### config.mk
export PLATFORM = sky130hd
export DESIGN_NAME = display_brightness_effect_engine_core
export DESIGN_NICKNAME = d
export VERILOG_FILES = /design/src/sv/dbe_pkg.sv /design/src/sv/dbe_div.sv /design/src/sv/dbe_datapath.sv /design/src/sv/dbe_ctrl.sv /design/src/sv/display_brightness_effect_engine_core.sv
export SDC_FILE = /design/constraint.sdc
export NUM_CORES = 1
export LEC_CHECK = 0
export ABC_CLOCK_PERIOD_IN_PS = 19350
export BUFFER_PORTS_ARGS = -buffer_cell sky130_fd_sc_hd__buf_2
export CAP_MARGIN = 20
export CORE_ASPECT_RATIO = 1.75
export CORE_MARGIN = 2
export CORE_UTILIZATION = 61
export DETAILED_ROUTE_END_ITERATION = 10
export GPL_TIMING_DRIVEN = 0
export PLACE_DENSITY = 0.8
export REMOVE_ABC_BUFFERS = 1
export SETUP_SLACK_MARGIN = 0.5
export SKIP_LAST_GASP = 1
export SYNTH_ARGS = -nofsm -noshare
export SYNTH_HDL_FRONTEND = slang
export SYNTH_SLANG_ARGS = --single-unit
### constraint.sdc
create_clock -name clock -period 19.35 [get_ports clock]
set_input_delay 1.935 -clock clock [delete_from_list [all_inputs] [get_ports clock]]
set_output_delay 1.935 -clock clock [all_outputs]
set_load 0.02 [all_outputs]
### src/sv/dbe_pkg.sv
// Shared constants and control types of the display brightness effect engine.
// Used by dbe_ctrl, dbe_datapath and the core top level; depends on nothing.
package dbe_pkg;

   localparam int MAX_ELEMENTS = 16;
   localparam int IDX_W        = $clog2(MAX_ELEMENTS);

   // action codes of an input item
   localparam logic [1:0] ACT_START  = 2'd0;
   localparam logic [1:0] ACT_SAMPLE = 2'd1;
   localparam logic [1:0] ACT_STOP   = 2'd2;
   localparam logic [1:0] ACT_LOAD   = 2'd3;

   // effect modes
   localparam logic [2:0] MODE_FADE_IN  = 3'd0;
   localparam logic [2:0] MODE_FADE_OUT = 3'd1;
   localparam logic [2:0] MODE_FOG      = 3'd2;
   localparam logic [2:0] MODE_SHUFFLE  = 3'd3;
   localparam logic [2:0] MODE_BLINK    = 3'd4;

   // configuration register indexes
   localparam logic [2:0] CSR_MODE          = 3'd0;
   localparam logic [2:0] CSR_PERIOD        = 3'd1;
   localparam logic [2:0] CSR_TARGET        = 3'd2;
   localparam logic [2:0] CSR_SHUFFLE_STEPS = 3'd3;
   localparam logic [2:0] CSR_MAX_LEVEL     = 3'd4;
   localparam logic [2:0] CSR_COUNT         = 3'd5;

   // commands from controller to datapath
   typedef struct packed {
      logic capture;
      logic div_start;
      logic step_load;
      logic apply;
      logic apply_end;
      logic emit;
   } dbe_cmd_type;

   // status from datapath to controller
   typedef struct packed {
      logic timed;
      logic div_done;
      logic walk_last;
      logic emit_done;
   } dbe_status_type;

endpackage

### src/sv/dbe_div.sv
// Restoring divider, 32-bit dividend by 16-bit divisor, one quotient bit per cycle.
// Standalone unit used by dbe_datapath; no package needed.
module dbe_div (
   input  logic        clock,
   input  logic        reset,
   input  logic        start,
   input  logic [31:0] dividend,
   input  logic [15:0] divisor,
   output logic [31:0] quotient,
   output logic        done
);

   logic [31:0] quot_ff;
   logic [15:0] rem_ff;
   logic [15:0] dsr_ff;
   logic [4:0]  cnt_ff;
   logic        busy_ff;
   logic        done_ff;

   logic [16:0] shifted;
   logic        fits;
   logic [16:0] diff;

   always_comb begin
      shifted = {rem_ff, quot_ff[31]};
      fits    = shifted >= {1'b0, dsr_ff};
      diff    = shifted - {1'b0, dsr_ff};
   end

   always_ff @(posedge clock) begin
      if (reset) begin
         busy_ff <= 1'b0;
         done_ff <= 1'b0;
         cnt_ff  <= '0;
      end else begin
         done_ff <= 1'b0;
         if (start) begin
            quot_ff <= dividend;
            rem_ff  <= '0;
            dsr_ff  <= divisor;
            cnt_ff  <= '0;
            busy_ff <= 1'b1;
         end else if (busy_ff) begin
            rem_ff  <= fits ? diff[15:0] : shifted[15:0];
            quot_ff <= {quot_ff[30:0], fits};
            cnt_ff  <= cnt_ff + 5'd1;
            if (cnt_ff == 5'd31) begin
               busy_ff <= 1'b0;
               done_ff <= 1'b1;
            end
         end
      end
   end

   assign quotient = quot_ff;
   assign done     = done_ff;

endmodule

### src/sv/dbe_datapath.sv
// Datapath: configuration registers, element level stores, effect state,
// element walk, step divider and result register. Depends on dbe_pkg and dbe_div.
module dbe_datapath (
   input  logic                   clock,
   input  logic                   reset,
   input  dbe_pkg::dbe_cmd_type   cmd,
   output dbe_pkg::dbe_status_type status,
   input  logic [1:0]             req_action,
   input  logic [31:0]            req_now_ms,
   input  logic [3:0]             req_random_index,
   input  logic [3:0]             req_element_index,
   input  logic [7:0]             req_level,
   output logic                   rsp_valid,
   input  logic                   rsp_stall,
   output logic [3:0]             rsp_element_index_res,
   output logic [7:0]             rsp_level_res,
   output logic                   rsp_last,
   output logic                   rsp_active,
   input  logic                   csr_valid,
   input  logic                   csr_ready,
   input  logic [2:0]             csr_index,
   input  logic [15:0]            csr_data
);
   import dbe_pkg::*;

   localparam logic [IDX_W-1:0] IDX_LAST = IDX_W'(MAX_ELEMENTS - 1);

   // configuration
   logic [2:0]  mode_ff;
   logic [15:0] period_ff;
   logic [4:0]  target_ff;
   logic [7:0]  shuf_steps_ff;
   logic [7:0]  max_ff;
   logic [4:0]  count_ff;

   // effect state
   logic [7:0]  levels_ff [MAX_ELEMENTS];
   logic [7:0]  saved_ff  [MAX_ELEMENTS];
   logic [31:0] start_ff;
   logic [31:0] step_ff;
   logic        running_ff;
   logic        rising_ff;
   logic        blink_ff;
   logic [3:0]  pick_ff;

   // item being worked on
   logic [1:0]  act_ff;
   logic [31:0] now_ff;
   logic [3:0]  rnd_ff;
   logic [3:0]  eidx_ff;
   logic [7:0]  lvl_ff;
   logic        adv_ff;
   logic        fin_ff;
   logic        all_ok_ff;
   logic [IDX_W-1:0] idx_ff;

   // result register
   logic        rsp_valid_ff;
   logic [3:0]  rsp_idx_ff;
   logic [7:0]  rsp_lvl_ff;
   logic        rsp_last_ff;
   logic        rsp_active_ff;

   logic [31:0] quot;
   logic        div_done;

   logic [4:0]  n;
   logic [3:0]  n_m1;
   logic [3:0]  newpick;
   logic        shuf_end;
   logic [7:0]  lv;
   logic [7:0]  sv;
   logic        in_use;
   logic        is_tgt;
   logic [7:0]  sat_lvl;
   logic [7:0]  ap_lv;
   logic [7:0]  ap_sv;
   logic        ap_fin;
   logic        ap_ok;
   logic        end_fin;
   logic [7:0]  em_lv;
   logic        em_load;
   logic        em_last;
   logic        rsp_valid_in;

   function automatic logic [3:0] mod_count(input logic [3:0] value, input logic [4:0] cnt);
      logic [4:0] r;
      r = '0;
      for (int k = 3; k >= 0; k--) begin
         r = {r[3:0], value[k]};
         if (r >= cnt) r = r - cnt;
      end
      return r[3:0];
   endfunction

   dbe_div u_div (
      .clock    (clock),
      .reset    (reset),
      .start    (cmd.div_start),
      .dividend (now_ff - start_ff),
      .divisor  (period_ff),
      .quotient (quot),
      .done     (div_done)
   );

   always_comb begin
      if (count_ff == 5'd0)                    n = 5'd1;
      else if (count_ff > 5'(MAX_ELEMENTS))    n = 5'(MAX_ELEMENTS);
      else                                     n = count_ff;
      n_m1     = 4'(n - 5'd1);
      newpick  = mod_count(rnd_ff, n);
      shuf_end = step_ff >= {24'd0, shuf_steps_ff};
      lv       = levels_ff[idx_ff];
      sv       = saved_ff[idx_ff];
      in_use   = 5'(idx_ff) < n;
      is_tgt   = 5'(idx_ff) == target_ff;
      sat_lvl  = (lvl_ff > max_ff) ? max_ff : lvl_ff;
   end

   // per-element update of the walk
   always_comb begin
      ap_lv  = lv;
      ap_sv  = sv;
      ap_fin = 1'b0;
      ap_ok  = 1'b1;
      case (act_ff)
         ACT_START: begin
            case (mode_ff)
               MODE_FADE_IN: if (in_use && is_tgt) ap_lv = '0;
               MODE_SHUFFLE: if (in_use) ap_lv = '0;
               MODE_BLINK:   if (in_use) ap_sv = lv;
               default: ;
            endcase
         end
         ACT_LOAD: begin
            if (5'(idx_ff) == 5'(eidx_ff)) ap_lv = sat_lvl;
         end
         ACT_SAMPLE: begin
            if (adv_ff) begin
               case (mode_ff)
                  MODE_FADE_IN: begin
                     if (in_use && is_tgt) begin
                        if (lv < max_ff) ap_lv = lv + 8'd1;
                        else             ap_fin = 1'b1;
                     end
                  end
                  MODE_FADE_OUT: begin
                     if (in_use && is_tgt) begin
                        if (lv != 8'd0) ap_lv = lv - 8'd1;
                        else            ap_fin = 1'b1;
                     end
                  end
                  MODE_FOG: begin
                     if (rising_ff) begin
                        if (in_use) begin
                           if (lv < max_ff) ap_lv = lv + 8'd1;
                           ap_ok = ap_lv >= max_ff;
                        end
                     end else if (in_use && !is_tgt) begin
                        if (lv != 8'd0) ap_lv = lv - 8'd1;
                        ap_ok = ap_lv == 8'd0;
                     end
                  end
                  MODE_SHUFFLE: begin
                     // clear the old pick first, so a repeated pick ends lit
                     if (5'(idx_ff) == 5'(pick_ff)) ap_lv = '0;
                     if (!shuf_end && 5'(idx_ff) == 5'(newpick)) ap_lv = max_ff;
                  end
                  MODE_BLINK: begin
                     if (in_use) ap_lv = blink_ff ? 8'd0 : sv;
                  end
                  default: ;
               endcase
            end
         end
         default: ;
      endcase
   end

   // end of walk: does the effect finish
   always_comb begin
      end_fin = fin_ff || (act_ff == ACT_STOP);
      if (act_ff == ACT_SAMPLE && adv_ff) begin
         if (mode_ff == MODE_FOG && !rising_ff && all_ok_ff) end_fin = 1'b1;
         if (mode_ff == MODE_SHUFFLE && shuf_end)              end_fin = 1'b1;
      end
   end

   // emission: apply the end pattern on the way out when finishing
   always_comb begin
      em_lv = lv;
      if (fin_ff) begin
         case (mode_ff) inside
            MODE_FADE_IN:  if (is_tgt) em_lv = max_ff;
            MODE_FADE_OUT: if (is_tgt) em_lv = '0;
            MODE_FOG,
            MODE_SHUFFLE:  em_lv = is_tgt ? max_ff : 8'd0;
            MODE_BLINK:    em_lv = sv;
            default: ;
         endcase
      end
      em_load = cmd.emit && (!rsp_valid_ff || !rsp_stall);
      em_last = 4'(idx_ff) == n_m1;
      if (em_load)                         rsp_valid_in = 1'b1;
      else if (rsp_valid_ff && !rsp_stall) rsp_valid_in = 1'b0;
      else                                 rsp_valid_in = rsp_valid_ff;
   end

   always_ff @(posedge clock) begin
      if (reset) begin
         mode_ff       <= MODE_FADE_IN;
         period_ff     <= 16'd100;
         target_ff     <= 5'd0;
         shuf_steps_ff <= 8'd10;
         max_ff        <= 8'd10;
         count_ff      <= 5'd10;
         for (int i = 0; i < MAX_ELEMENTS; i++) begin
            levels_ff[i] <= '0;
            saved_ff[i]  <= '0;
         end
         start_ff     <= '0;
         step_ff      <= '0;
         running_ff   <= 1'b0;
         rising_ff    <= 1'b1;
         blink_ff     <= 1'b1;
         pick_ff      <= '0;
         act_ff       <= ACT_START;
         adv_ff       <= 1'b0;
         fin_ff       <= 1'b0;
         all_ok_ff    <= 1'b1;
         idx_ff       <= '0;
         rsp_valid_ff <= 1'b0;
      end else begin
         rsp_valid_ff <= rsp_valid_in;
         if (csr_valid && csr_ready) begin
            unique case (csr_index)
               CSR_MODE:          mode_ff       <= csr_data[2:0];
               CSR_PERIOD:        period_ff     <= csr_data;
               CSR_TARGET:        target_ff     <= csr_data[4:0];
               CSR_SHUFFLE_STEPS: shuf_steps_ff <= csr_data[7:0];
               CSR_MAX_LEVEL:     max_ff        <= csr_data[7:0];
               CSR_COUNT:         count_ff      <= csr_data[4:0];
               default: ;
            endcase
         end
         if (cmd.capture) begin
            act_ff    <= req_action;
            now_ff    <= req_now_ms;
            rnd_ff    <= req_random_index;
            eidx_ff   <= req_element_index;
            lvl_ff    <= req_level;
            adv_ff    <= 1'b0;
            fin_ff    <= 1'b0;
            all_ok_ff <= 1'b1;
            idx_ff    <= '0;
         end
         if (cmd.step_load && quot != step_ff) begin
            step_ff <= quot;
            adv_ff  <= 1'b1;
         end
         if (cmd.apply) begin
            levels_ff[idx_ff] <= ap_lv;
            saved_ff[idx_ff]  <= ap_sv;
            fin_ff            <= fin_ff | ap_fin;
            all_ok_ff         <= all_ok_ff & ap_ok;
            idx_ff            <= (idx_ff == IDX_LAST) ? '0 : idx_ff + 1'b1;
         end
         if (cmd.apply_end) begin
            fin_ff <= end_fin;
            case (act_ff)
               ACT_START: begin
                  start_ff   <= now_ff;
                  step_ff    <= '0;
                  running_ff <= 1'b1;
                  case (mode_ff)
                     MODE_FOG:     rising_ff <= 1'b1;
                     MODE_SHUFFLE: pick_ff   <= newpick;
                     MODE_BLINK:   blink_ff  <= 1'b1;
                     default: ;
                  endcase
               end
               ACT_SAMPLE: begin
                  if (adv_ff) begin
                     case (mode_ff)
                        MODE_FOG:     if (rising_ff && all_ok_ff) rising_ff <= 1'b0;
                        MODE_SHUFFLE: if (!shuf_end) pick_ff <= newpick;
                        MODE_BLINK:   blink_ff <= !blink_ff;
                        default: ;
                     endcase
                  end
               end
               default: ;
            endcase
            if (end_fin) running_ff <= 1'b0;
         end
         if (em_load) begin
            levels_ff[idx_ff] <= em_lv;
            idx_ff            <= em_last ? '0 : idx_ff + 1'b1;
         end
      end
   end

   // result payload, no reset needed
   always_ff @(posedge clock) begin
      if (em_load) begin
         rsp_idx_ff    <= 4'(idx_ff);
         rsp_lvl_ff    <= em_lv;
         rsp_last_ff   <= em_last;
         rsp_active_ff <= running_ff;
      end
   end

   assign status.timed     = running_ff && (period_ff != 16'd0);
   assign status.div_done  = div_done;
   assign status.walk_last = idx_ff == IDX_LAST;
   assign status.emit_done = em_load && em_last;

   assign rsp_valid             = rsp_valid_ff;
   assign rsp_element_index_res = rsp_idx_ff;
   assign rsp_level_res         = rsp_lvl_ff;
   assign rsp_last              = rsp_last_ff;
   assign rsp_active            = rsp_active_ff;

endmodule

### src/sv/dbe_ctrl.sv
// Controller state machine: item acceptance, step division, element walk and
// result emission sequencing. Depends on dbe_pkg.
module dbe_ctrl (
   input  logic                    clock,
   input  logic                    reset,
   input  logic                    req_valid,
   output logic                    req_stall,
   input  logic [1:0]              req_action,
   input  dbe_pkg::dbe_status_type status,
   output dbe_pkg::dbe_cmd_type    cmd
);
   import dbe_pkg::*;

   typedef enum logic [2:0] {
      S_IDLE,
      S_DIV_GO,
      S_DIV_WAIT,
      S_APPLY,
      S_APPLY_END,
      S_EMIT
   } state_type;

   state_type state_ff;
   state_type state_in;
   logic      accept;

   assign req_stall = state_ff != S_IDLE;
   assign accept    = req_valid && !req_stall;

   always_comb begin
      cmd           = '0;
      cmd.capture   = accept;
      cmd.div_start = state_ff == S_DIV_GO;
      cmd.step_load = (state_ff == S_DIV_WAIT) && status.div_done;
      cmd.apply     = state_ff == S_APPLY;
      cmd.apply_end = state_ff == S_APPLY_END;
      cmd.emit      = state_ff == S_EMIT;
   end

   always_comb begin
      state_in = state_ff;
      unique case (state_ff)
         S_IDLE: begin
            if (accept) begin
               // only a timed sample needs the step quotient
               if (req_action == ACT_SAMPLE && status.timed) state_in = S_DIV_GO;
               else                                         state_in = S_APPLY;
            end
         end
         S_DIV_GO:    state_in = S_DIV_WAIT;
         S_DIV_WAIT:  if (status.div_done) state_in = S_APPLY;
         S_APPLY:     if (status.walk_last) state_in = S_APPLY_END;
         S_APPLY_END: state_in = S_EMIT;
         S_EMIT:      if (status.emit_done) state_in = S_IDLE;
         default:     state_in = S_IDLE;
      endcase
   end

   always_ff @(posedge clock) begin
      if (reset) begin
         state_ff <= S_IDLE;
      end else begin
         state_ff <= state_in;
      end
   end

endmodule

### src/sv/display_brightness_effect_engine_core.sv
// Top level of the display brightness effect engine: controller plus datapath.
// Depends on dbe_pkg, dbe_ctrl, dbe_datapath (and dbe_div below it).
//
// Usage:
//   Request channel (req_*): one item is an action with its time sample, random
//   pick, element index and level. It is taken when req_valid is high and
//   req_stall is low; req_stall stays high while an item is in work.
//   Result channel (rsp_*): each item yields one result per element in use,
//   indexes 0 to count-1 (count held to 1..16) in order, rsp_last marks the last.
//   Configuration port (csr_*): always ready; write only while the block idles.
// Sequence:
//   Every item walks all 16 level entries, settles and wraps up, then emits
//   one result per cycle whenever rsp_stall does not hold the output register.
//   A time sample while running with a nonzero period adds the serial step
//   divider, one quotient bit per cycle. The next item is taken as soon as
//   the last result sits in the output register; a stall on rsp_stall holds
//   that register and pauses emission.
// Reset: synchronous; levels and saved levels clear to zero, configuration
//   takes its defaults, the effect is inactive and no result is pending.
module display_brightness_effect_engine_core (
   input  logic        clock,
   input  logic        reset,
   input  logic        req_valid,
   output logic        req_stall,
   input  logic [1:0]  req_action,
   input  logic [31:0] req_now_ms,
   input  logic [3:0]  req_random_index,
   input  logic [3:0]  req_element_index,
   input  logic [7:0]  req_level,
   output logic        rsp_valid,
   input  logic        rsp_stall,
   output logic [3:0]  rsp_element_index_res,
   output logic [7:0]  rsp_level_res,
   output logic        rsp_last,
   output logic        rsp_active,
   input  logic        csr_valid,
   output logic        csr_ready,
   input  logic [2:0]  csr_index,
   input  logic [15:0] csr_data
);
   import dbe_pkg::*;

   dbe_cmd_type    cmd;
   dbe_status_type status;

   assign csr_ready = 1'b1;

   dbe_ctrl u_ctrl (
      .clock      (clock),
      .reset      (reset),
      .req_valid  (req_valid),
      .req_stall  (req_stall),
      .req_action (req_action),
      .status     (status),
      .cmd        (cmd)
   );

   dbe_datapath u_datapath (
      .clock                 (clock),
      .reset                 (reset),
      .cmd                   (cmd),
      .status                (status),
      .req_action            (req_action),
      .req_now_ms            (req_now_ms),
      .req_random_index      (req_random_index),
      .req_element_index     (req_element_index),
      .req_level             (req_level),
      .rsp_valid             (rsp_valid),
      .rsp_stall             (rsp_stall),
      .rsp_element_index_res (rsp_element_index_res),
      .rsp_level_res         (rsp_level_res),
      .rsp_last              (rsp_last),
      .rsp_active            (rsp_active),
      .csr_valid             (csr_valid),
      .csr_ready             (csr_ready),
      .csr_index             (csr_index),
      .csr_data              (csr_data)
   );

endmodule

==> key figures, run 1 <==
Power
  – Comb power frac: 0.314
  – Clk pwr share: 0.275
  – Cell Int Power: 2.22 mW
  – Max IR drop VDD: 118 uV
  – Sw frac: 0.351
  – Switching Power: 1.20 mW
  – P_leak: 11.4 nW
  – PwrDens: 111 nW/um^2
  – Reg power frac: 0.411

Timing
  – Slew Viols, Final: 0
  – Least-Margin Pin Slew: 1.19 ns
  – Final period utilization: 0.465
  – Fmax: 0.111 GHz
  – Final Hold Fails: 0
  – Clock skew: 0.0198 ns
  – Slew HR: 0.197
  – Sum Neg Setup Slack: 0 ns
  – RSZ-0062 raised after global routing: false
  – Min Tclk post-route: 8.99 ns
  – Setup Viol. Count Final: 0

Critical path
  – CP delay by family, top: compound AO/OA/AOI/OAI gates
  – CP arrival: 9.29 ns
  – Worst R2R Path Depth: 28
  – Crit. End Element: flop
  – Worst path buffer plus inverter count: 1
  – CP required: 19.65 ns
  – CP endpoint: u_datapath.levels_ff[0][5]
  – CP dominant cell by count: ha_1
  – Cell depth of the worst setup path: 28
  – Worst R2R Setup Slack: 10.36 ns
  – CP Launch Type: flop
  – Kind of critical path: flop to flop
  – CP Launch Point: u_datapath.count_ff[1]
  – Max stage delay on crit path: 0.88 ns
  – FF-to-FF End: u_datapath.levels_ff[0][5]
  – Reg2reg start: u_datapath.count_ff[1]
  – Max stage delay cell, worst path: nor4b_4
  – CP Max Fanout: 15

Floorplan
  – Core area: 45,800 sq um
  – Top-level I/O count: 91
  – Chip Height: 289 um
  – Die Width: 167 um
  – Cell row count: 104
  – Die area: 48,100 sq um
  – Starting density of the core: 0.616

Detailed routing
  – Drt pass-1 iters: 6
  – Iteration-0 DRC Markers: 1,548
  – DRC: 0
  – Drt via density: 6.48
  – Via Count: 21,269
  – Avg WL per Cell: 24.4 um
  – Total Wirelength: 80,100 um
  – ANT nets after route: 0

Logic synthesis
  – Post-synth EDFFs: 382
  – Mapped Cells: 2,618
  – Yosys warns: 0
  – Seq/Total Area, Yosys: 0.506
  – Ys flop type: edfxtp_1
  – Yosys reg bits: 522
  – Synth cell types: 97
  – Async S/R FF share, synth: 0
  – Syn Area/Cell: 10.8 sq um
  – Syn Std Cell Area: 28,200 sq um

GRT
  – Vias in the first global route: 21,455
  – GRT busiest layer: met2
  – Met1 global-route usage: 0.326
  – First-pass GRT wire length: 121,000 um
  – GRT Overall Usage: 0.328
  – GRT overflow: 0
  – Grt met3 use: 0.0471
  – Largest net degree at the start of global routing: 113
  – Antenna violations before repair: 2
  – GRT met2 Usage: 0.623

Final layout
  – Finished Cell Area: 30,900 sq um
  – Share of layout cells above drive strength 1: 0.139
  – Filler Cell Count: 3,435
  – Layout area overhead: 9.60%
  – Most frequent cells in the layout: edfxtp_1 (382), nor2_1 (331), nand2_1 (239)
  – Multi-input gate area in the final layout: 13,000 sq um
  – Most common cell after layout, fill and taps aside: edfxtp_1
  – NumNets Final: 2,847
  – Storage element area: 14,300 sq um

Placed design
  – Placed Area: 29,300 sq um
  – Routability congestion estimate: 1.01
  – IO Port Bufs: 89
  – Dpl hpwl: 59,900 um

Clock tree
  – CTS tree: built
  – Clk_lat worst skew: 0.59 ns
  – H-tree levels: 2
  – Post-CTS setup buffers: 0
  – Post-cts sizing count: 0
  – TritonCTS Buffers: 47
  – Post-CTS Hold Buffers: 0
  – Root buffer cell: clkbuf_16
  – Largest buffer count on any clock path: 3
  – Clock transition at the registers of the reported paths: 0.07 ns
  – Clk sinks: 522

Job
  – Max-cap violations: 0

Run status
  – Outcome: complete, no violations

Min path
  – Worst Hold Class: flop to flop
  – Worst Hold Path Cells: 0
-- cell families (layout without fill, tap and decap cells) --
family,count (synthesis),in the layout,synth area share
compound gates,551,551,0.128
xor+xnor,109,109,0.0338
fa+ha+maj,114,114,0.0519
buf+inv,254,334,0.0387
flops,522,522,0.506
mux,169,169,0.0927
other cells,1,2,0.000133
simple gates,898,898,0.149
-- worst min-delay path by stage --
stage,from,to,slack [ns]
2_1_floorplan,u_datapath.running_ff,u_datapath.rsp_active,0.42
3_3_place_gp,u_datapath.running_ff,u_datapath.rsp_active,0.43
4_1_cts,u_datapath.running_ff,u_datapath.rsp_active,0.45
5_1_grt,u_datapath.period_ff[7],u_datapath.u_div.dsr_ff[7],0.47
6_report,u_datapath.running_ff,u_datapath.rsp_active,0.46
3_5_place_dp,u_datapath.running_ff,u_datapath.rsp_active,0.44
-- cell usage after synthesis, drive strengths merged (8+ instances only) --
| master | instances | area [sq um] |
|---|---|---|
| a211o | 13 | 114 |
| a211oi | 15 | 118 |
| a21o | 31 | 233 |
| a21oi | 250 | 1330 |
| a22oi | 12 | 90.1 |
| a31oi | 11 | 68.8 |
| and2 | 14 | 87.6 |
| and3 | 8 | 50.1 |
| buf | 42 | 293 |
| clkbuf | 97 | 364 |
| dfxtp | 140 | 2800 |
| edfxtp | 382 | 11500 |
| ha | 109 | 1360 |
| inv | 114 | 430 |
| mux2 | 8 | 90.1 |
| mux2i | 88 | 881 |
| mux4 | 73 | 1640 |
| nand2 | 239 | 897 |
| nand2b | 55 | 344 |
| nand3 | 48 | 245 |
| nand4 | 21 | 131 |
| nor2 | 345 | 1380 |
| nor2b | 33 | 206 |
| nor3 | 57 | 302 |
| nor4 | 36 | 246 |
| o211ai | 8 | 60.1 |
| o21a | 19 | 143 |
| o21ai | 94 | 470 |
| o221ai | 12 | 159 |
| o31ai | 13 | 97.6 |
| or3 | 14 | 87.6 |
| xnor2 | 45 | 394 |
| xor2 | 64 | 561 |
-- worst reg2reg max path: cells and delay by family, from the launching register on --
kind | cells | cell delay [ns]
DFF | 1 | 0.34
muxes | 1 | 0.39
adders and majority gates | 5 | 1.61
buffers and inverters | 1 | 0.07
and+or+nand+nor | 7 | 1.98
AOI/OAI and AO/OA | 13 | 3.58
xor gates and xnor gates | 1 | 0.75
-- flip-flops by register name, summed over array words and instances (netlist names), 16 cells and up, named ones only --
signal and flops:
u_datapath.levels_ff 128, u_datapath.saved_ff 128, u_datapath.now_ff 32, u_datapath.start_ff 32, u_datapath.step_ff 32, u_datapath.u_div.quotient 32, u_datapath.period_ff 16, u_datapath.u_div.dsr_ff 16
u_datapath.u_div.rem_ff 16
-- power by group through the flow --
stage	Clock (mW)	Sequential, mW	Combinational [mW]
floorplan	0	1.42	0.694
global placement	0	1.44	0.964
detailed placement	0	1.43	1.05
CTS	0.949	1.41	1.06
global route	0.986	1.42	1.16
finish	0.942	1.41	1.08
-- stage by stage --
step / power (mW) / cells / setup slack, ns / hold WS [ns] / util
2_1_floorplan: 2.11 / 2479 / 11.35 / 0.424 / -
3_3_place_gp: 2.41 / 3151 / 9.16 / 0.434 / 0.627
3_5_place_dp: 2.48 / 3189 / 10.45 / 0.436 / 0.640
4_1_cts: 3.41 / 3277 / 10.39 / 0.452 / 0.674
5_1_grt: 3.56 / 3282 / 9.66 / 0.474 / 0.675
6_report: 3.43 / 3282 / 10.36 / 0.457 / 0.675
-- metal layers --
metal	vias up	wire length, um
met4	2	6480
met1	10393	26100
met2	956	43000
met5	-	9
met3	293	4620
li1	9625	-
-- area by class of cell --
| type | count | area share |
|---|---|---|
| Sequential cell | 522 | 0.462 |
| Timing Repair Buffer | 131 | 0.0317 |
| Tap cell | 583 | 0.0236 |
| Antenna cell | 1 | 0.0000809 |
| Multi-Input combinational cell | 1842 | 0.419 |
| Clock inverter | 20 | 0.00566 |
| Clock buffer | 68 | 0.0442 |
| Inverter | 115 | 0.0140 |
Power figures use the tool's default switching activity.
==> run 2, diff against run 1 <==
- ABC_AREA: unset -> 1
- ABC_CLOCK_PERIOD_IN_PS: 19350 -> 8900
- clock period: 19.35 -> 8.9 ns (I/O delays scaled with it)
==> run 2 against run 1 <==
Against the previous run: sequential share of layout area hardly changed; via count up 15%; worst setup slack lost 9.2 ns; register-to-register slack lost 9.2 ns; largest power group is now combinational logic.
==> key figures, run 2 <==
Run status
  – Outcome: complete, no violations (unchanged)

Critical path
  – Max stage delay cell, worst path: nor2_4 (was nor4b_4)
  – CP arrival: 8.15 ns (was 9.29 ns)
  – Worst R2R Setup Slack: 1.18 ns (was 10.36 ns)
  – CP delay by family, top: simple AND/OR/NAND/NOR gates (was compound AO/OA/AOI/OAI gates)
  – Crit. End Element: flop (unchanged)
  – Kind of critical path: flop to flop (unchanged)
  – Max stage delay on crit path: 0.37 ns (was 0.88 ns)
  – CP Max Fanout: 16 (was 15)
  – CP required: 9.33 ns (was 19.65 ns)
  – Worst path buffer plus inverter count: 4 (was 1)
  – CP Launch Type: flop (unchanged)
  – CP dominant cell by count: nand2_1 (was ha_1)

Timing
  – Least-Margin Pin Slew: 1.16 ns (was 1.19 ns)
  – Slew Viols, Final: 0 (unchanged)
  – Post-route setup slack: 1.18 ns (was 10.36 ns)
  – Final Hold Fails: 0 (unchanged)
  – Min Tclk post-route: 7.72 ns (was 8.99 ns)
  – Setup Viol. Count Final: 0 (unchanged)
  – Slew HR: 0.225 (was 0.197)
  – Fmax: 0.129 GHz (was 0.111 GHz)
  – Clock skew: 0.0323 ns (was 0.0198 ns)
  – RSZ-0062 raised after global routing: false (unchanged)
  – Sum Neg Setup Slack: 0 ns (unchanged)
  – Final period utilization: 0.868 (was 0.465)

Final layout
  – # diodes: 0 (was 1)
  – NumNets Final: 3,553 (was 2,847)
  – Top flop regs: u_datapath.levels_ff: 128 flops, u_datapath.saved_ff: 128 flops (unchanged)
  – Most frequent cells in the layout: nand2_1 (642), nor2_1 (422), edfxtp_1 (382) (was edfxtp_1 (382), nor2_1 (331), nand2_1 (239))
  – Most common cell after layout, fill and taps aside: nand2_1 (was edfxtp_1)
  – Post-route insts no fill: 3,991 (was 3,282)
  – Layout area overhead: 7.63% (was 9.60%)
  – Filler Cell Count: 3,851 (was 3,435)
  – Final core occ: 0.662 (was 0.675)
  – Share of layout cells above drive strength 1: 0.0843 (was 0.139)

Logic synthesis
  – Post-synth EDFFs: 382 (unchanged)
  – Seq/Total Area, Yosys: 0.497 (was 0.506)
  – Synth cell types: 63 (was 97)
  – Top-area cell type share of the netlist area: 0.399 (was 0.407)
  – Synth top cells by count: nand2_1 (642), nor2_1 (423), edfxtp_1 (382) (was edfxtp_1 (382), nor2_1 (333), nand2_1 (239))
  – Yosys warns: 0 (unchanged)
  – Mapped Cells: 3,363 (was 2,618)
  – Syn Std Cell Area: 28,700 sq um (was 28,200 sq um)
  – Async S/R FF share, synth: 0 (unchanged)
  – Most common cell in the netlist: nand2_1 (was edfxtp_1)
  – Yosys reg bits: 522 (unchanged)
  – Ys flop type: edfxtp_1 (unchanged)
  – Yosys top cell by area: edfxtp_1 (unchanged)
  – Syn Area/Cell: 8.55 sq um (was 10.8 sq um)
  – Synth top area cells: edfxtp_1 (40%), dfxtp_1 (9.8%), nand2_1 (8.4%) (was edfxtp_1 (41%), dfxtp_1 (9.9%), mux4_2 (5.8%))

GRT
  – Grt met3 use: 0.0389 (was 0.0471)
  – GRT Overall Usage: 0.345 (was 0.328)
  – GRT busiest layer: met2 (unchanged)
  – GRT met2 Usage: 0.631 (was 0.623)
  – GRT overflow: 0 (unchanged)
  – First-pass GRT wire length: 130,000 um (was 121,000 um)
  – Met1 global-route usage: 0.346 (was 0.326)
  – Antenna violations before repair: 0 (was 2)
  – Vias in the first global route: 24,449 (was 21,455)
  – Largest net degree at the start of global routing: 71 (was 113)

Power
  – Comb power frac: 0.381 (was 0.314)
  – Switching Power: 3.30 mW (was 1.20 mW)
  – Sw frac: 0.401 (was 0.351)
  – P_leak: 12.4 nW (was 11.4 nW)
  – Reg power frac: 0.375 (was 0.411)
  – Cell Int Power: 4.94 mW (was 2.22 mW)
  – Clk pwr share: 0.244 (was 0.275)
  – PwrDens: 267 nW/um^2 (was 111 nW/um^2)
  – Max IR drop VDD: 228 uV (was 118 uV)
  – Pwr Total: 8.25 mW (was 3.43 mW)

Clock tree
  – CTS tree: built (unchanged)
  – TritonCTS Buffers: 46 (was 47)
  – Post-cts sizing count: 0 (unchanged)
  – Largest buffer count on any clock path: 3 (unchanged)
  – Clk_lat worst skew: 0.60 ns (was 0.59 ns)
  – Root buffer cell: clkbuf_16 (unchanged)
  – Clock transition at the registers of the reported paths: 0.06 ns (was 0.07 ns)
  – Post-CTS setup buffers: 0 (unchanged)
  – Clk sinks: 522 (unchanged)
  – H-tree levels: 2 (unchanged)
  – Post-CTS Hold Buffers: 0 (unchanged)

Placed design
  – Routability congestion estimate: 1.00 (was 1.01)
  – Setup Slack @ Placement: 1.14 ns (was 10.45 ns)
  – Dpl hpwl: 61,800 um (was 59,900 um)
  – Placed Instances: 3,904 (was 3,189)
  – IO Port Bufs: 89 (unchanged)

Floorplan
  – Starting density of the core: 0.615 (was 0.616)
  – Die area: 48,900 sq um (was 48,100 sq um)
  – Chip Height: 291 um (was 289 um)
  – Core area: 46,800 sq um (was 45,800 sq um)
  – Top-level I/O count: 91 (unchanged)
  – Die Width: 168 um (was 167 um)
  – Cell row count: 105 (was 104)

Detailed routing
  – Avg WL per Cell: 21.4 um (was 24.4 um)
  – Total Wirelength: 85,400 um (was 80,100 um)
  – ANT nets after route: 0 (unchanged)
  – DRC: 0 (unchanged)
  – Via Count: 24,561 (was 21,269)
  – Drt pass-1 iters: 8 (was 6)
  – Iteration-0 DRC Markers: 2,369 (was 1,548)
  – Drt via density: 6.15 (was 6.48)

Job
  – Max-cap violations: 0 (unchanged)

Min path
  – Worst Hold Class: flop to flop (unchanged)
run 2: changes by cell type in the layout (fill, tap and decap cells not counted), sizes merged, moves of 33 or more:
cell / before / now
inv: 117 / 321
nor2: 345 / 431
nand3: 48 / 169
nor2b: 33 / 0
xor2: 64 / 31
nand2: 239 / 663
mux4: 73 / 0
o21ai: 94 / 345
a21oi: 250 / 332
nand2b: 55 / 0
mux2i: 88 / 0
run 2: path summary, 6_finish.rpt:
path / from / to / cells past startpoint
hold / removal: u_datapath.running_ff / u_datapath.rsp_active / 0
hold reg to reg: u_datapath.running_ff / u_datapath.rsp_active / 0
setup reg to reg: u_datapath.count_ff[1] / u_datapath.levels_ff[14][4] / 42
setup / recovery: u_datapath.count_ff[1] / u_datapath.levels_ff[14][4] / 42
run 2: final cells by class:
| type | count | area (sq um) | share of cell area |
|---|---|---|---|
| Multi-Input combinational cell | 2361 | 12500 | 0.403 |
| Inverter | 326 | 1230 | 0.0398 |
| Timing Repair Buffer | 108 | 728 | 0.0235 |
| Tap cell | 588 | 736 | 0.0238 |
| Clock buffer | 67 | 1300 | 0.0421 |
| Clock inverter | 19 | 196 | 0.00635 |
| Sequential cell | 522 | 14300 | 0.462 |
run 2: logic make-up (layout without fill, tap and decap cells):
kind of cell,Yosys count,in the layout,share of synthesized area
AND/OR/NAND/NOR,1358,1358,0.198
AO/OA/AOI/OAI,802,802,0.157
flip-flops,522,522,0.497
buffers and inverters,480,520,0.0712
adder cells (fa/ha/maj),114,114,0.0509
XOR/XNOR,86,86,0.0262
other,1,1,0.000130
run 2: stage by stage:
stage / hold slack [ns] / area [sq um]
2_1_floorplan: 0.408 / 27900
3_3_place_gp: 0.416 / 29100
3_5_place_dp: 0.422 / 29400
4_1_cts: 0.437 / 30900
5_1_grt: 0.446 / 30900
6_report: 0.435 / 30900
run 2: power groups by stage:
stage	Combinational (mW)	Sequential, mW	Clock (mW)
2_1_floorplan	2.05	3.12	0
3_3_place_gp	2.89	3.18	0
4_1_cts	3.06	3.09	2.01
3_5_place_dp	3.04	3.14	0
6_report	3.14	3.10	2.01
5_1_grt	3.41	3.12	2.10
run 2: metal layers:
| metal | vias up | part of all wire | routed length [um] |
|---|---|---|---|
| met1 | 11385 | 0.32 | 27600 |
| met5 | - | 0 | 0 |
| met4 | 0 | 0.097 | 8240 |
| met2 | 1285 | 0.51 | 43900 |
| met3 | 413 | 0.066 | 5620 |
| li1 | 11478 | - | - |
==> run 3, diff against run 2 <==
- SYNTH_HIERARCHICAL: unset -> 1
==> run 3 against run 2 <==
Against the previous run: non-clock buffer count rose by 1; die area rose by 2.9%; combinational power rose by 45%; critical path depth rose by 3; largest cell class unchanged; largest power group unchanged.
==> key figures, run 3 <==
Power
  – P_leak: 13.2 nW (was 12.4 nW)
  – Clk pwr share: 0.214 (was 0.244)
  – Reg power frac: 0.320 (was 0.375)
  – PwrDens: 305 nW/um^2 (was 267 nW/um^2)
  – Sw frac: 0.451 (was 0.401)
  – Comb power frac: 0.466 (was 0.381)
  – Switching Power: 4.40 mW (was 3.30 mW)
  – Cell Int Power: 5.35 mW (was 4.94 mW)
  – Max IR drop VDD: 203 uV (was 228 uV)

Timing
  – Fmax: 0.130 GHz (was 0.129 GHz)
  – Setup Viol. Count Final: 0 (unchanged)
  – Min Tclk post-route: 7.71 ns (was 7.72 ns)
  – Clock skew: 0.0248 ns (was 0.0323 ns)
  – Final Hold Fails: 0 (unchanged)
  – Post-route setup slack: 1.19 ns (was 1.18 ns)
  – Final period utilization: 0.866 (was 0.868)
  – Slew HR: 0.235 (was 0.225)
  – RSZ-0062 raised after global routing: false (unchanged)
  – Least-Margin Pin Slew: 1.14 ns (was 1.16 ns)
  – Slew Viols, Final: 0 (unchanged)

Logic synthesis
  – Post-Synth Adder-Cell Area: 0.0495 (was 0.0509)
  – XOR/XNOR Fraction of Synth Area: 0.0237 (was 0.0262)
  – Largest family of logic cells by synthesized area: simple AND/OR/NAND/NOR gates (unchanged)
  – Seq/Total Area, Yosys: 0.482 (was 0.497)
  – Async S/R FF share, synth: 0 (unchanged)
  – Simple-Gate Fraction of Synth Area: 0.226 (was 0.198)
  – Yosys warns: 6 (was 0)
  – Synth top area cells: edfxtp_1 (39%), dfxtp_1 (9.5%), nand2_1 (9.0%) (was edfxtp_1 (40%), dfxtp_1 (9.8%), nand2_1 (8.4%))
  – Post-synth EDFFs: 382 (unchanged)
  – Yosys top cell by area: edfxtp_1 (unchanged)
  – Ys flop type: edfxtp_1 (unchanged)
  – Mux cell area share after synthesis: 0 (unchanged)
  – Most common cell in the netlist: nand2_1 (unchanged)
  – Top-area cell type share of the netlist area: 0.388 (was 0.399)
  – Synth cell types: 57 (was 63)
  – Compound-Gate Fraction of Synth Area: 0.136 (was 0.157)
  – Synth top cells by count: nand2_1 (708), nor2_1 (499), edfxtp_1 (382) (was nand2_1 (642), nor2_1 (423), edfxtp_1 (382))
  – Syn Area/Cell: 8.25 sq um (was 8.55 sq um)
  – Syn Std Cell Area: 29,600 sq um (was 28,700 sq um)
  – Mapped Cells: 3,587 (was 3,363)
  – Yosys reg bits: 522 (unchanged)

Min path
  – Worst Hold Class: flop to flop (unchanged)
  – Worst Hold Path Cells: 2 (was 0)

Floorplan
  – Core area: 47,900 sq um (was 46,800 sq um)
  – Starting density of the core: 0.618 (was 0.615)
  – Die Width: 170 um (was 168 um)
  – Top-level I/O count: 91 (unchanged)
  – Cell row count: 106 (was 105)
  – Die area: 50,300 sq um (was 48,900 sq um)
  – Chip Height: 295 um (was 291 um)

Critical path
  – Kind of critical path: flop to flop (unchanged)
  – CP Launch Type: flop (unchanged)
  – Max stage delay cell, worst path: dfxtp_1 (was nor2_4)
  – Max stage delay on crit path: 0.40 ns (was 0.37 ns)
  – Worst R2R Path Depth: 45 (was 42)
  – Crit. End Element: flop (unchanged)
  – CP Max Fanout: 16 (unchanged)
  – CP arrival: 8.02 ns (was 8.15 ns)
  – CP dominant cell by count: nand2_1 (unchanged)
  – CP required: 9.21 ns (was 9.33 ns)

Final layout
  – NumNets Final: 3,778 (was 3,553)
  – Top flop regs: u_datapath/levels_ff: 128 flops, u_datapath/saved_ff: 128 flops (was u_datapath.levels_ff: 128 flops, u_datapath.saved_ff: 128 flops)
  – Storage element area: 14,300 sq um (unchanged)
  – Most common cell after layout, fill and taps aside: nand2_1 (unchanged)
  – Share of layout cells above drive strength 1: 0.0821 (was 0.0843)
  – Finished Cell Area: 31,900 sq um (was 30,900 sq um)
  – Filler Cell Count: 3,982 (was 3,851)
  – Layout area overhead: 7.85% (was 7.63%)
  – Multi-input gate area in the final layout: 12,900 sq um (was 12,500 sq um)
  – Most frequent cells in the layout: nand2_1 (707), nor2_1 (497), edfxtp_1 (382) (was nand2_1 (642), nor2_1 (422), edfxtp_1 (382))

Run status
  – Outcome: complete, no violations (unchanged)

Detailed routing
  – M1 wire length: 27,200 um (was 27,600 um)
  – Avg WL per Cell: 20.6 um (was 21.4 um)
  – Via Count: 25,394 (was 24,561)
  – Met2 wire len: 43,700 um (was 43,900 um)
  – ANT nets after route: 0 (unchanged)
  – DR top layer: met5 (was met4)
  – Met3 wire len: 7020 um (was 5620 um)
  – Total Wirelength: 88,300 um (was 85,400 um)
  – Drt via density: 5.93 (was 6.15)
  – DRC: 0 (unchanged)
  – Iteration-0 DRC Markers: 2,279 (was 2,369)
  – Drt pass-1 iters: 8 (unchanged)

Placed design
  – IO Port Bufs: 89 (unchanged)
  – Dpl hpwl: 63,200 um (was 61,800 um)
  – Routability congestion estimate: 1.08 (was 1.00)
  – Setup Slack @ Placement: 0.989 ns (was 1.14 ns)
  – Placed Area: 30,200 sq um (was 29,400 sq um)

Clock tree
  – TritonCTS Buffers: 47 (was 46)
  – H-tree levels: 2 (unchanged)
  – CTS tree: built (unchanged)
  – Root buffer cell: clkbuf_16 (unchanged)
  – Clk_lat worst skew: 0.60 ns (about the same)
  – Clock transition at the registers of the reported paths: 0.06 ns (about the same)
  – Largest buffer count on any clock path: 3 (unchanged)
  – Clk sinks: 522 (unchanged)

Job
  – Max-cap violations: 0 (unchanged)

GRT
  – Vias in the first global route: 24,989 (was 24,449)
  – Antenna violations before repair: 5 (was 0)
  – First-pass GRT wire length: 134,000 um (was 130,000 um)
  – GRT Overall Usage: 0.353 (was 0.345)
  – GRT overflow: 0 (unchanged)
  – Largest net degree at the start of global routing: 114 (was 71)
==> run 3: path summary, 6_finish.rpt <==
path	start	endpoint	slack, ns
setup reg to reg	u_datapath/count_ff[4]	u_datapath/levels_ff[4][0]	1.19
hold reg to reg	u_datapath/start_ff[6]	u_datapath/start_ff[6]	0.46
setup / recovery	u_datapath/count_ff[4]	u_datapath/levels_ff[4][0]	1.19
hold / removal	u_datapath/start_ff[6]	u_datapath/start_ff[6]	0.46
==> run 3: power groups by stage <==
stage | Clock, mW | Combinational [mW] | Sequential [mW]
2_1_floorplan | 0 | 2.86 | 3.15
3_3_place_gp | 0 | 4.13 | 3.24
3_5_place_dp | 0 | 4.30 | 3.16
4_1_cts | 2.10 | 4.33 | 3.11
5_1_grt | 2.19 | 4.92 | 3.14
6_report | 2.08 | 4.54 | 3.11
==> run 3: per-stage QoR <==
| step | hold slack (ns) | total power [mW] | cells | TNS, ns | util |
|---|---|---|---|---|---|
| 2_1_floorplan | 0.408 | 6.01 | 3432 | 0 | - |
| 3_3_place_gp | 0.440 | 7.38 | 4169 | -115.24 | 0.626 |
| 3_5_place_dp | 0.442 | 7.47 | 4184 | 0 | 0.631 |
| 4_1_cts | 0.457 | 9.54 | 4272 | 0 | 0.664 |
| 5_1_grt | 0.465 | 10.2 | 4278 | 0 | 0.666 |
| 6_report | 0.457 | 9.74 | 4280 | 0 | 0.666 |
==> run 3: area by class of cell <==
| type | instances | area share |
|---|---|---|
| sequential | 522 | 0.448 |
| multi-input combinational | 2497 | 0.405 |
| inverter | 413 | 0.0489 |
| clock buffer | 66 | 0.0420 |
| tap | 648 | 0.0254 |
| timing repair buffer | 109 | 0.0236 |
| clock inverter | 22 | 0.00749 |
| antenna | 3 | 0.000235 |
==> run 3: logic make-up after synthesis <==
logic type               count (synthesis)
AO/OA/AOI/OAI                          718
AND/OR/NAND/NOR                       1583
flip-flops                             522
buffers and inverters                  569
other                                    1
adder cells (fa/ha/maj)                114
XOR/XNOR                                80
==> run 3: what timing repair did <==
| item | CTS | global route |
|---|---|---|
| buffers inserted | 0 | 2 |
| hold buffers | 0 | 0 |
| resized for setup | 0 | 4 |
| setup endpoints to repair | 0 | 128 |
==> run 3: worst max-delay path: cells and delay by family, from the launching register on <==
kind	cells	cell delay, ns
compound gates	7	1.29
buf+inv	9	1.10
simple gates	25	3.46
fa+ha+maj	4	1.12
flops	1	0.40
==> run 3: routing by layer <==
layer,track usage,up-vias
met1,0.340,11570
met3,0.0732,490
met4,0.338,8
met2,0.617,1270
met5,0.00593,-
li1,-,12056
